[src/hdl/bc1e_pkg.sv]
// Shared types, constants and arithmetic helpers for the BC1 tile encoder.
// Used by the pixel chain cell, the distance unit, the top level and the checker.
// Depends on nothing.
package bc1e_pkg;

  // Tile geometry and widths.
  localparam int TilePixels = 16;
  localparam int CountW     = $clog2(TilePixels);
  localparam int PalEntries = 4;
  localparam int SelW       = $clog2(PalEntries);
  localparam int DistW      = 18;
  localparam int IndexW     = SelW * TilePixels;

  // Reciprocal of three in Q11; exact for the numerators that occur here.
  localparam logic [10:0] RecipThree = 11'd683;

  // Palette entry codes.
  localparam logic [SelW-1:0] SelMax   = 2'd0;
  localparam logic [SelW-1:0] SelMin   = 2'd1;
  localparam logic [SelW-1:0] SelNearA = 2'd2;
  localparam logic [SelW-1:0] SelNearB = 2'd3;

  // One RGB pixel, eight bits per channel.
  typedef struct packed {
    logic [7:0] red;
    logic [7:0] green;
    logic [7:0] blue;
  } pixel_t;

  typedef pixel_t [PalEntries-1:0] palette_t;
  typedef logic [DistW-1:0] dist_t;
  typedef dist_t [PalEntries-1:0] dist_set_t;

  // Packs an 8-bit colour into RGB565.
  function automatic logic [15:0] pack565(input pixel_t c);
    pack565 = {c.red[7:3], c.green[7:2], c.blue[7:3]};
  endfunction

  // Divides a numerator of at most 765 by three, truncating.
  function automatic logic [7:0] div3(input logic [9:0] x);
    logic [20:0] prod;
    prod = {11'd0, x} * {10'd0, RecipThree};
    div3 = prod[18:11];
  endfunction

  // Squared difference of two channel values.
  function automatic logic [15:0] sq_diff(input logic [7:0] a, input logic [7:0] b);
    logic [7:0] d;
    d = (a >= b) ? (a - b) : (b - a);
    sq_diff = {8'd0, d} * {8'd0, d};
  endfunction

endpackage

[src/hdl/bc1e_cell.sv]
// One cell of the pixel chain: holds one stored pixel and hands it on.
// Depends on bc1e_pkg for the pixel type.
module bc1e_cell
  import bc1e_pkg::*;
(
  input  logic   clk_i,
  input  logic   shift_i,
  input  pixel_t pix_i,
  output pixel_t pix_o
);

  pixel_t pix_q;

  // Take the neighbour's pixel whenever the chain moves.
  always_ff @(posedge clk_i) begin
    if (shift_i) begin
      pix_q <= pix_i;
    end
  end

  assign pix_o = pix_q;

endmodule

[src/hdl/bc1e_dist.sv]
// Distance unit: squared distance from one pixel to each of the four palette entries.
// Registered result. Depends on bc1e_pkg.
module bc1e_dist
  import bc1e_pkg::*;
(
  input  logic      clk_i,
  input  logic      rst_ni,
  input  logic      valid_i,
  input  pixel_t    pix_i,
  input  palette_t  pal_i,
  output logic      valid_o,
  output dist_set_t dist_o
);

  logic      valid_q;
  dist_set_t dist_d, dist_q;

  // Sum of the three channel squares for each entry.
  always_comb begin
    for (int j = 0; j < PalEntries; j++) begin
      dist_d[j] = DistW'(sq_diff(pix_i.red,   pal_i[j].red))
                + DistW'(sq_diff(pix_i.green, pal_i[j].green))
                + DistW'(sq_diff(pix_i.blue,  pal_i[j].blue));
    end
  end

  always_ff @(posedge clk_i or negedge rst_ni) begin
    if (!rst_ni) begin
      valid_q <= 1'b0;
    end else begin
      valid_q <= valid_i;
    end
  end

  always_ff @(posedge clk_i) begin
    if (valid_i) begin
      dist_q <= dist_d;
    end
  end

  assign valid_o = valid_q;
  assign dist_o  = dist_q;

endmodule

[src/hdl/bc1_texture_block_encoder_unit.sv]
// BC1 tile encoder top level: pixel chain, endpoint logic, index accumulation.
// Depends on bc1e_pkg, bc1e_cell and bc1e_dist.
//
// Usage:
//   The input channel (in_valid_i, in_stall_o, red_i, green_i, blue_i) takes the
//   sixteen pixels of a 4x4 tile in raster order, one transfer per cycle while not
//   stalled. Each pixel enters a chain of sixteen cells while the channel minima and
//   maxima are tracked. After the sixteenth pixel the StCalc state forms the endpoints
//   and the palette, then the chain shifts its pixels past the distance unit one per
//   cycle. The StDrain and StOut states finish the last index and load the block into
//   the output register, which presents it on the output channel (out_valid_o,
//   out_stall_i, color_zero_o, color_one_o, index_bits_o). Tile throughput is set by
//   the single distance unit at the end of the chain, which sees one stored pixel per
//   cycle. in_stall_o is high from the sixteenth pixel until the block has been
//   written to the output register.
//   The output register holds a finished block while the receiver stalls, and the
//   next tile may load meanwhile; a second block waits until the first is taken.
//   Reset empties the tile, clears the maxima to zero and sets the minima to all ones.
module bc1_texture_block_encoder_unit
  import bc1e_pkg::*;
(
  input  logic              clk_i,
  input  logic              rst_ni,
  input  logic              in_valid_i,
  output logic              in_stall_o,
  input  logic [7:0]        red_i,
  input  logic [7:0]        green_i,
  input  logic [7:0]        blue_i,
  output logic              out_valid_o,
  input  logic              out_stall_i,
  output logic [15:0]       color_zero_o,
  output logic [15:0]       color_one_o,
  output logic [IndexW-1:0] index_bits_o
);

  typedef enum logic [4:0] {
    StLoad  = 5'b00001,
    StCalc  = 5'b00010,
    StClass = 5'b00100,
    StDrain = 5'b01000,
    StOut   = 5'b10000
  } state_e;

  state_e              state_q, state_d;
  logic [CountW-1:0]   cnt_q, cnt_d;
  pixel_t              lo_q, lo_d, hi_q, hi_d;
  logic [15:0]         ep0_q, ep0_d, ep1_q, ep1_d;
  palette_t            pal_q, pal_d;
  logic [IndexW-1:0]   acc_q, acc_d;
  logic                out_valid_q, out_valid_d;
  logic [15:0]         out_c0_q, out_c1_q;
  logic [IndexW-1:0]   out_idx_q;

  logic                in_xfer, out_free, shift, load_out;
  pixel_t              in_pix, head_pix;
  pixel_t [TilePixels-1:0] chain;
  logic                dist_valid;
  dist_set_t           pal_dist;
  logic [SelW-1:0]     sel;
  dist_t               best;

  assign in_pix   = '{red: red_i, green: green_i, blue: blue_i};
  assign in_xfer  = in_valid_i && !in_stall_o;
  assign out_free = !out_valid_q || !out_stall_i;
  assign shift    = in_xfer || (state_q == StClass);
  assign load_out = (state_q == StOut) && out_free;

  // Chain of pixel cells; the oldest pixel sits at the far end.
  for (genvar k = 0; k < TilePixels; k++) begin : g_chain
    bc1e_cell u_cell (
      .clk_i  (clk_i),
      .shift_i(shift),
      .pix_i  ((k == 0) ? in_pix : chain[(k == 0) ? 0 : k-1]),
      .pix_o  (chain[k])
    );
  end
  assign head_pix = chain[TilePixels-1];

  bc1e_dist u_dist (
    .clk_i  (clk_i),
    .rst_ni (rst_ni),
    .valid_i(state_q == StClass),
    .pix_i  (head_pix),
    .pal_i  (pal_q),
    .valid_o(dist_valid),
    .dist_o (pal_dist)
  );

  // Nearest palette entry; ties keep the lower index.
  always_comb begin
    sel  = SelMax;
    best = pal_dist[SelMax];
    if (pal_dist[SelMin] < best) begin
      sel  = SelMin;
      best = pal_dist[SelMin];
    end
    if (pal_dist[SelNearA] < best) begin
      sel  = SelNearA;
      best = pal_dist[SelNearA];
    end
    if (pal_dist[SelNearB] < best) begin
      sel = SelNearB;
    end
  end

  // Sequencer, extremes, endpoints and palette.
  always_comb begin
    pixel_t      mx, mn;
    logic [15:0] c0, c1;
    state_d = state_q;
    cnt_d   = cnt_q;
    lo_d    = lo_q;
    hi_d    = hi_q;
    ep0_d   = ep0_q;
    ep1_d   = ep1_q;
    pal_d   = pal_q;
    mx      = hi_q;
    mn      = lo_q;
    c0      = pack565(hi_q);
    c1      = pack565(lo_q);

    unique case (state_q)
      StLoad: begin
        if (in_xfer) begin
          lo_d.red   = (in_pix.red   < lo_q.red)   ? in_pix.red   : lo_q.red;
          lo_d.green = (in_pix.green < lo_q.green) ? in_pix.green : lo_q.green;
          lo_d.blue  = (in_pix.blue  < lo_q.blue)  ? in_pix.blue  : lo_q.blue;
          hi_d.red   = (in_pix.red   > hi_q.red)   ? in_pix.red   : hi_q.red;
          hi_d.green = (in_pix.green > hi_q.green) ? in_pix.green : hi_q.green;
          hi_d.blue  = (in_pix.blue  > hi_q.blue)  ? in_pix.blue  : hi_q.blue;
          cnt_d      = cnt_q + 1'b1;
          if (cnt_q == CountW'(TilePixels - 1)) begin
            state_d = StCalc;
          end
        end
      end
      StCalc: begin
        // The swap cannot fire while max >= min per channel, but is kept.
        if (c0 < c1) begin
          mx = lo_q;
          mn = hi_q;
          ep0_d = c1;
          ep1_d = c0;
        end else if (c0 == c1) begin
          if (c0 != 16'd0) begin
            ep0_d = c0;
            ep1_d = c0 - 16'd1;
          end else begin
            ep0_d = 16'd1;
            ep1_d = c1;
          end
        end else begin
          ep0_d = c0;
          ep1_d = c1;
        end
        pal_d[SelMax]         = mx;
        pal_d[SelMin]         = mn;
        pal_d[SelNearA].red   = div3({1'b0, mx.red, 1'b0}   + {2'd0, mn.red});
        pal_d[SelNearA].green = div3({1'b0, mx.green, 1'b0} + {2'd0, mn.green});
        pal_d[SelNearA].blue  = div3({1'b0, mx.blue, 1'b0}  + {2'd0, mn.blue});
        pal_d[SelNearB].red   = div3({2'd0, mx.red}   + {1'b0, mn.red, 1'b0});
        pal_d[SelNearB].green = div3({2'd0, mx.green} + {1'b0, mn.green, 1'b0});
        pal_d[SelNearB].blue  = div3({2'd0, mx.blue}  + {1'b0, mn.blue, 1'b0});
        lo_d    = '1;
        hi_d    = '0;
        cnt_d   = '0;
        state_d = StClass;
      end
      StClass: begin
        cnt_d = cnt_q + 1'b1;
        if (cnt_q == CountW'(TilePixels - 1)) begin
          state_d = StDrain;
        end
      end
      StDrain: begin
        state_d = StOut;
      end
      StOut: begin
        if (out_free) begin
          state_d = StLoad;
        end
      end
      default: begin
        state_d = StLoad;
      end
    endcase
  end

  // Index accumulator: new index enters at the top, pixel 0 ends at the bottom.
  always_comb begin
    acc_d = acc_q;
    if (dist_valid) begin
      acc_d = {sel, acc_q[IndexW-1:SelW]};
    end
  end

  // Output register handshake.
  always_comb begin
    out_valid_d = out_valid_q;
    if (out_valid_q && !out_stall_i) begin
      out_valid_d = 1'b0;
    end
    if (load_out) begin
      out_valid_d = 1'b1;
    end
  end

  always_ff @(posedge clk_i or negedge rst_ni) begin
    if (!rst_ni) begin
      state_q     <= StLoad;
      cnt_q       <= '0;
      lo_q        <= '1;
      hi_q        <= '0;
      out_valid_q <= 1'b0;
    end else begin
      state_q     <= state_d;
      cnt_q       <= cnt_d;
      lo_q        <= lo_d;
      hi_q        <= hi_d;
      out_valid_q <= out_valid_d;
    end
  end

  always_ff @(posedge clk_i) begin
    ep0_q <= ep0_d;
    ep1_q <= ep1_d;
    pal_q <= pal_d;
    acc_q <= acc_d;
    if (load_out) begin
      out_c0_q  <= ep0_q;
      out_c1_q  <= ep1_q;
      out_idx_q <= acc_q;
    end
  end

  assign in_stall_o   = (state_q != StLoad);
  assign out_valid_o  = out_valid_q;
  assign color_zero_o = out_c0_q;
  assign color_one_o  = out_c1_q;
  assign index_bits_o = out_idx_q;

endmodule

[config.mk]
export PLATFORM = sky130hd
export DESIGN_NAME = bc1_texture_block_encoder_unit
export DESIGN_NICKNAME = d
export VERILOG_FILES = /design/src/hdl/bc1e_pkg.sv /design/src/hdl/bc1e_cell.sv /design/src/hdl/bc1e_dist.sv /design/src/hdl/bc1_texture_block_encoder_unit.sv
export SDC_FILE = /design/constraint.sdc
export NUM_CORES = 2
export LEC_CHECK = 0
export ABC_AREA = 1
export BUFFER_PORTS_ARGS = -buffer_cell sky130_fd_sc_hd__buf_2
export CAP_MARGIN = 25
export CORE_MARGIN = 3
export CORE_UTILIZATION = 45
export CTS_CLUSTER_DIAMETER = 40
export CTS_CLUSTER_SIZE = 28
export DETAILED_ROUTE_END_ITERATION = 10
export PLACE_DENSITY_LB_ADDON = 0.2
export SETUP_SLACK_MARGIN = 0.2
export SLEW_MARGIN = 10
export SYNTH_ARGS = -nofsm -noshare
export SYNTH_HDL_FRONTEND = slang
export SYNTH_SLANG_ARGS = --single-unit
[constraint.sdc]
create_clock -name clk_i -period 62.2 [get_ports clk_i]
set_input_delay 6.22 -clock clk_i [delete_from_list [all_inputs] [get_ports clk_i]]
set_output_delay 6.22 -clock clk_i [all_outputs]
set_load 0.02 [all_outputs]
# After elaboration in Yosys (flattened, before gate mapping)
# Cells that the tools add are included.
word_totals:
  ff_bits: 739
  out_inout_bits: 66
  elab_cells: 246
op_classes:
  n_addsub: 40
  multipliers: 18
  n_lt_le_gt_ge: 22
  eq_ne: 18
  mux: 45
  n_reduce_logical: 21
op_table:
  columns: ["operator", "count"]
  rows:
  - ["$mul A8 B8 Y16", 12]
  - ["$sub A8 B8 Y8", 24]
  - ["$mux W24", 6]
  - ["$mux W8", 18]
  - ["$mul A10 B10 Y19 const B", 6]
  - ["$ge A8 B8 Y1", 12]
  - ["$mux W16", 6]
  - ["$pmux W24 S2", 2]
  - ["$add A18 B16 Y18", 4]
  - ["$add A16 B16 Y17", 4]
  - ["$lt A18 B18 Y1", 3]
  - ["$mux W18", 2]
  - ["$add A8 B9 Y10", 3]
  - ["$add A9 B8 Y10", 3]
  - ["$pmux W5 S5", 1]
  - ["$gt A8 B8 Y1", 3]
  - ["$lt A8 B8 Y1", 3]
  - ["$mux W5", 4]
  - ["$ne A2 B2 Y1 const B", 10]
  - ["$reduce_and A3 Y1", 6]
  - ["$eq A16 B16 Y1", 1]
  - ["$lt A16 B16 Y1", 1]
  - ["$reduce_bool A16 Y1", 1]
  - ["$sub A16 B1 Y16 const B", 1]
  - ["other kinds (19)", 28]

# Depth between registers and ports, before layout
depth:
  ltp_word: 6
  depth_mapped: 50

# Cells and area by module
# Synthesis repeated with hierarchy kept, for this count alone.
hier_totals:
  hier_cells: 7781
  hier_area_um2: 71939.0
by_module_without_submodules:
  columns: ["module", "instances", "cells_each", "area_per_inst_um2"]
  rows:
  - ["bc1e_dist", 1, 4409, 33747.4]
  - ["bc1_texture_block_encoder_unit", 1, 2988, 26660.6]
  - ["bc1e_cell", 16, 24, 720.7]

# Worst setup path before layout
# OpenSTA, ideal clock, no wires.
synth_path:
  path_type: "register -> register"
  from: "register state_q[4]"
  to: "register cnt_q[1]"
  setup_ns: 0.173
  arrival_time_ns: 25.529
  path_slack_ns: 36.498
  path_stages_with_launch: 7
  synth_period_minus_slack_ns: 25.702
  path_cell_list: "dfrtp_1 -> nor4_1 -> nor3_1 -> nor2_1 -> inv_1 -> nor2_1 -> a22o_1"
synth_via:
  elab_cells_between_ends: 10
  cone_classes: "eq/ne: 5; mux: 1; reduce/logical: 4"
synth_rtl:
  columns: ["item", "line", "text"]
  rows:
  - ["start: declaration", "bc1_texture_block_encoder_unit.sv:44", "state_e state_q, state_d;"]
  - ["start signal: assignment", "bc1_texture_block_encoder_unit.sv:210", "state_q <= StLoad;"]
  - ["start signal: assignment", "bc1_texture_block_encoder_unit.sv:216", "state_q <= state_d;"]
  - ["$eq A5 B3 Y1 (*)", null, null]
  - ["net u_dist.valid_i", "bc1e_dist.sv:8", "input logic valid_i,"]
  - ["$reduce_bool A3 Y1 (no line)", null, null]
  - ["$reduce_and A2 Y1 (no line)", null, null]
  - ["end signal: assignment", "bc1_texture_block_encoder_unit.sv:217", "cnt_q <= cnt_d;"]
  - ["end: declaration", "bc1_texture_block_encoder_unit.sv:45", "logic [CountW-1:0] cnt_q, cnt_d;"]
# Mark *: on every way through the listed nets, which the timed path passes. The rest lies on a longest branch.
# A chain may end at the register's enable or synchronous reset.

==> impl_metrics.toml <==
[run]
max-cap-violations = 0

[synthesis]
yosysUniqueCellTypes = 68
async_reset_ff_share_pct = 7.98
yosysSeqAreaShare_pct = 31.6
synth_warnings = 0
yosysTopAreaCell = "edfxtp_1"
synth_area_sq_mm = 0.0694
ys_top_cells_by_area = "edfxtp_1, ha_1, fa_1"
synth_top_area_share_pct = 29.4
synth_ff_type = "edfxtp_1"
synth_area_per_cell_sq_um = 9.95
synth_edf_count = 680
syn_nets = 8676
ys_ff_latch = 739
synth_cells = 6971

[layout]
final_cell_mix = "inv_1, ha_1, nand2_1"
finalNetCount = 8843
drive_gt1_share_pct = 6.69
mostFrequentLayoutCell = "inv_1"
num-fill-cells = 14010
area_growth_pct = 9.96

[floorplanning]
die_area_sq_mm = 0.159
fp.dieH_microns = 399
die_w_microns = 399
core_sq_mm = 0.153
rows = 143
pin_count = 94
start_util_pct = 45.4

[sta]
rsz0062_at_grt = "false"
slew_viol_final = 0
slew_headroom_pct = 28.3
setup_viol = 0
fin_tns_setup_ps = 0
fmax_mhz = 88.5
post-route-period-util_pct = 18.2
min_period_ps = 11300
tightest_slew_ps = 1060
hold_violations = 0
fin_worst_skew_ps = 82.4

[cts]
clock_latency_ps = 750
ctsHoldBuffers = 0
clockBufferDepth = 3
cts_made_buffers = 107
path_clk_slew_ps = 80
cts-resized-gates = 0
root_buffer = "clkbuf_16"
h-tree-depth = 3
post_cts_buffers = 0
cts.sinks = 739
cts_tree = "done"

[detailed_routing]
via_per_inst = 5.02
vias = 46511
wl_per_cell_microns = 17.3
ant_nets = 0
drt_iter0_markers = 2848
first_pass_iters = 6
drcViolationCount = 0
finalWirelength_microns = 160000

[critical_path]
arrival_ps = 11730
cp_common_cell = "inv_1"
critical_path.endpoint_type = "register"
cp-start-kind = "register"
slowest_delay_ps = 820
required_ps = 62630
rr_startpoint = "g_chain[15].u_cell.pix_o[9]"
crit_fanout = 9
cp_slowest_cell = "xnor2_1"
crit_start = "g_chain[15].u_cell.pix_o[9]"
critPathKind = "register to register"

[status]
outcome = "finished, final reports clean"

[global_route]
grt_pass1_wl_microns = 258000
gr-total-overflow = 0
grt_max_degree = 180
first_global_vias = 47844
track_usage_pct = 20.5
antenna_found_initial = 7

[min_path]
worstHoldStart = "g_chain[0].u_cell.pix_o[11]"
hold_class = "register to register"

[place]
hpwl_microns = 133000
place_congestion = 0.907
port_buffers = 93
cell usage after synthesis, drive strengths merged, types with 2 or more instances:
| cell | instances |
|---|---|
| a211oi | 20 |
| a21boi | 9 |
| a21o | 24 |
| a21oi | 392 |
| a221oi | 16 |
| a22o | 2 |
| a31o | 2 |
| a31oi | 14 |
| and2 | 9 |
| and3 | 3 |
| buf | 31 |
| clkbuf | 26 |
| clkinv | 6 |
| dfrtp | 34 |
| dfstp | 25 |
| edfxtp | 680 |
| fa | 622 |
| ha | 1055 |
| inv | 1567 |
| mux2 | 4 |
| mux2i | 24 |
| nand2 | 822 |
| nand3 | 150 |
| nand3b | 5 |
| nand4 | 41 |
| nor2 | 518 |
| nor3 | 26 |
| nor3b | 2 |
| nor4 | 11 |
| o211ai | 11 |
| o21a | 12 |
| o21ai | 383 |
| o21bai | 32 |
| o221ai | 44 |
| o31ai | 6 |
| o41ai | 2 |
| or2 | 11 |
| xnor2 | 91 |
| xor2 | 235 |
logic make-up (layout without fill, tap and decap cells):
logic type	Yosys count	after routing	share of synthesized area [%]
multiplexers	28	28	0.422
flip-flops	739	739	31.6
XOR/XNOR	326	326	4.41
AND/OR/NAND/NOR	1599	1599	9.52
adder cells (fa/ha/maj)	1677	1677	37.0
AO/OA/AOI/OAI	972	972	8.10
buffers and inverters	1630	1892	8.96
other	0	1	0
worst paths after layout:
kind / end / slack [ps] / cells past startpoint
worst max register to register: u_dist.dist_o[35] / 50900 / 47
worst min-delay path: g_chain[1].u_cell.pix_o[11] / 410 / 0
max in group asynchronous: hi_q[2] / 55940 / 2
min in group asynchronous: hi_q[9] / 5620 / 2
worst min register to register: g_chain[1].u_cell.pix_o[11] / 410 / 0
worst max-delay path: u_dist.dist_o[35] / 50900 / 47
final cells by class:
cell class	count	area (sq um)	area share (%)
Multi-Input combinational cell	4602	41200	54.1
Sequential cell	739	21900	28.7
Inverter	1573	5910	7.74
Clock buffer	112	2720	3.56
Timing Repair Buffer	115	643	0.843
Clock inverter	92	1280	1.68
Antenna cell	1	2.50	0.00328
Tap cell	2030	2540	3.33
critical path, delay by kind of cell (launching register included):
family | cells | cell delay (ps)
AO/OA/AOI/OAI | 8 | 1330
XOR/XNOR | 2 | 980
AND/OR/NAND/NOR | 13 | 1250
buffers and inverters | 11 | 1290
flip-flops | 1 | 690
adder cells (fa/ha/maj) | 13 | 5470
sequential cells by signal, summed over array words and instances, names as in the netlist, 16 cells and up:
signal / cells
color_one_o: 16
pal_q: 96
lo_q: 24
index_bits_o: 32
g_chain.u_cell.pix_o: 384
color_zero_o: 16
acc_q: 32
u_dist.dist_o: 72
ep0_q: 16
ep1_q: 16
hi_q: 24
layer usage:
layer	share of wire (%)	routed length (microns)	GRT usage (%)	vias up
li1	-	-	-	23024
met1	47	74500	28.4	22350
met2	46	73800	33.6	871
met3	4.2	6740	2.52	264
met4	3.2	5100	6.70	2
met5	0.0081	13	0	-
through the flow:
stage	cell area [sq um]	worst slack, ps	utilization [%]	std cells	hold WS, ps
2_1_floorplan	69400	36500	-	6971	400
3_3_place_gp	72200	51070	47.3	9053	400
4_1_cts	76300	50820	50.0	9263	411
3_5_place_dp	72300	50870	47.3	9059	405
5_1_grt	76300	50070	50.0	9263	412
6_report	76300	50900	50.0	9264	409
Power is not shown: default switching activity piles up to over one toggle a cycle in this logic, so the estimate is an artifact.
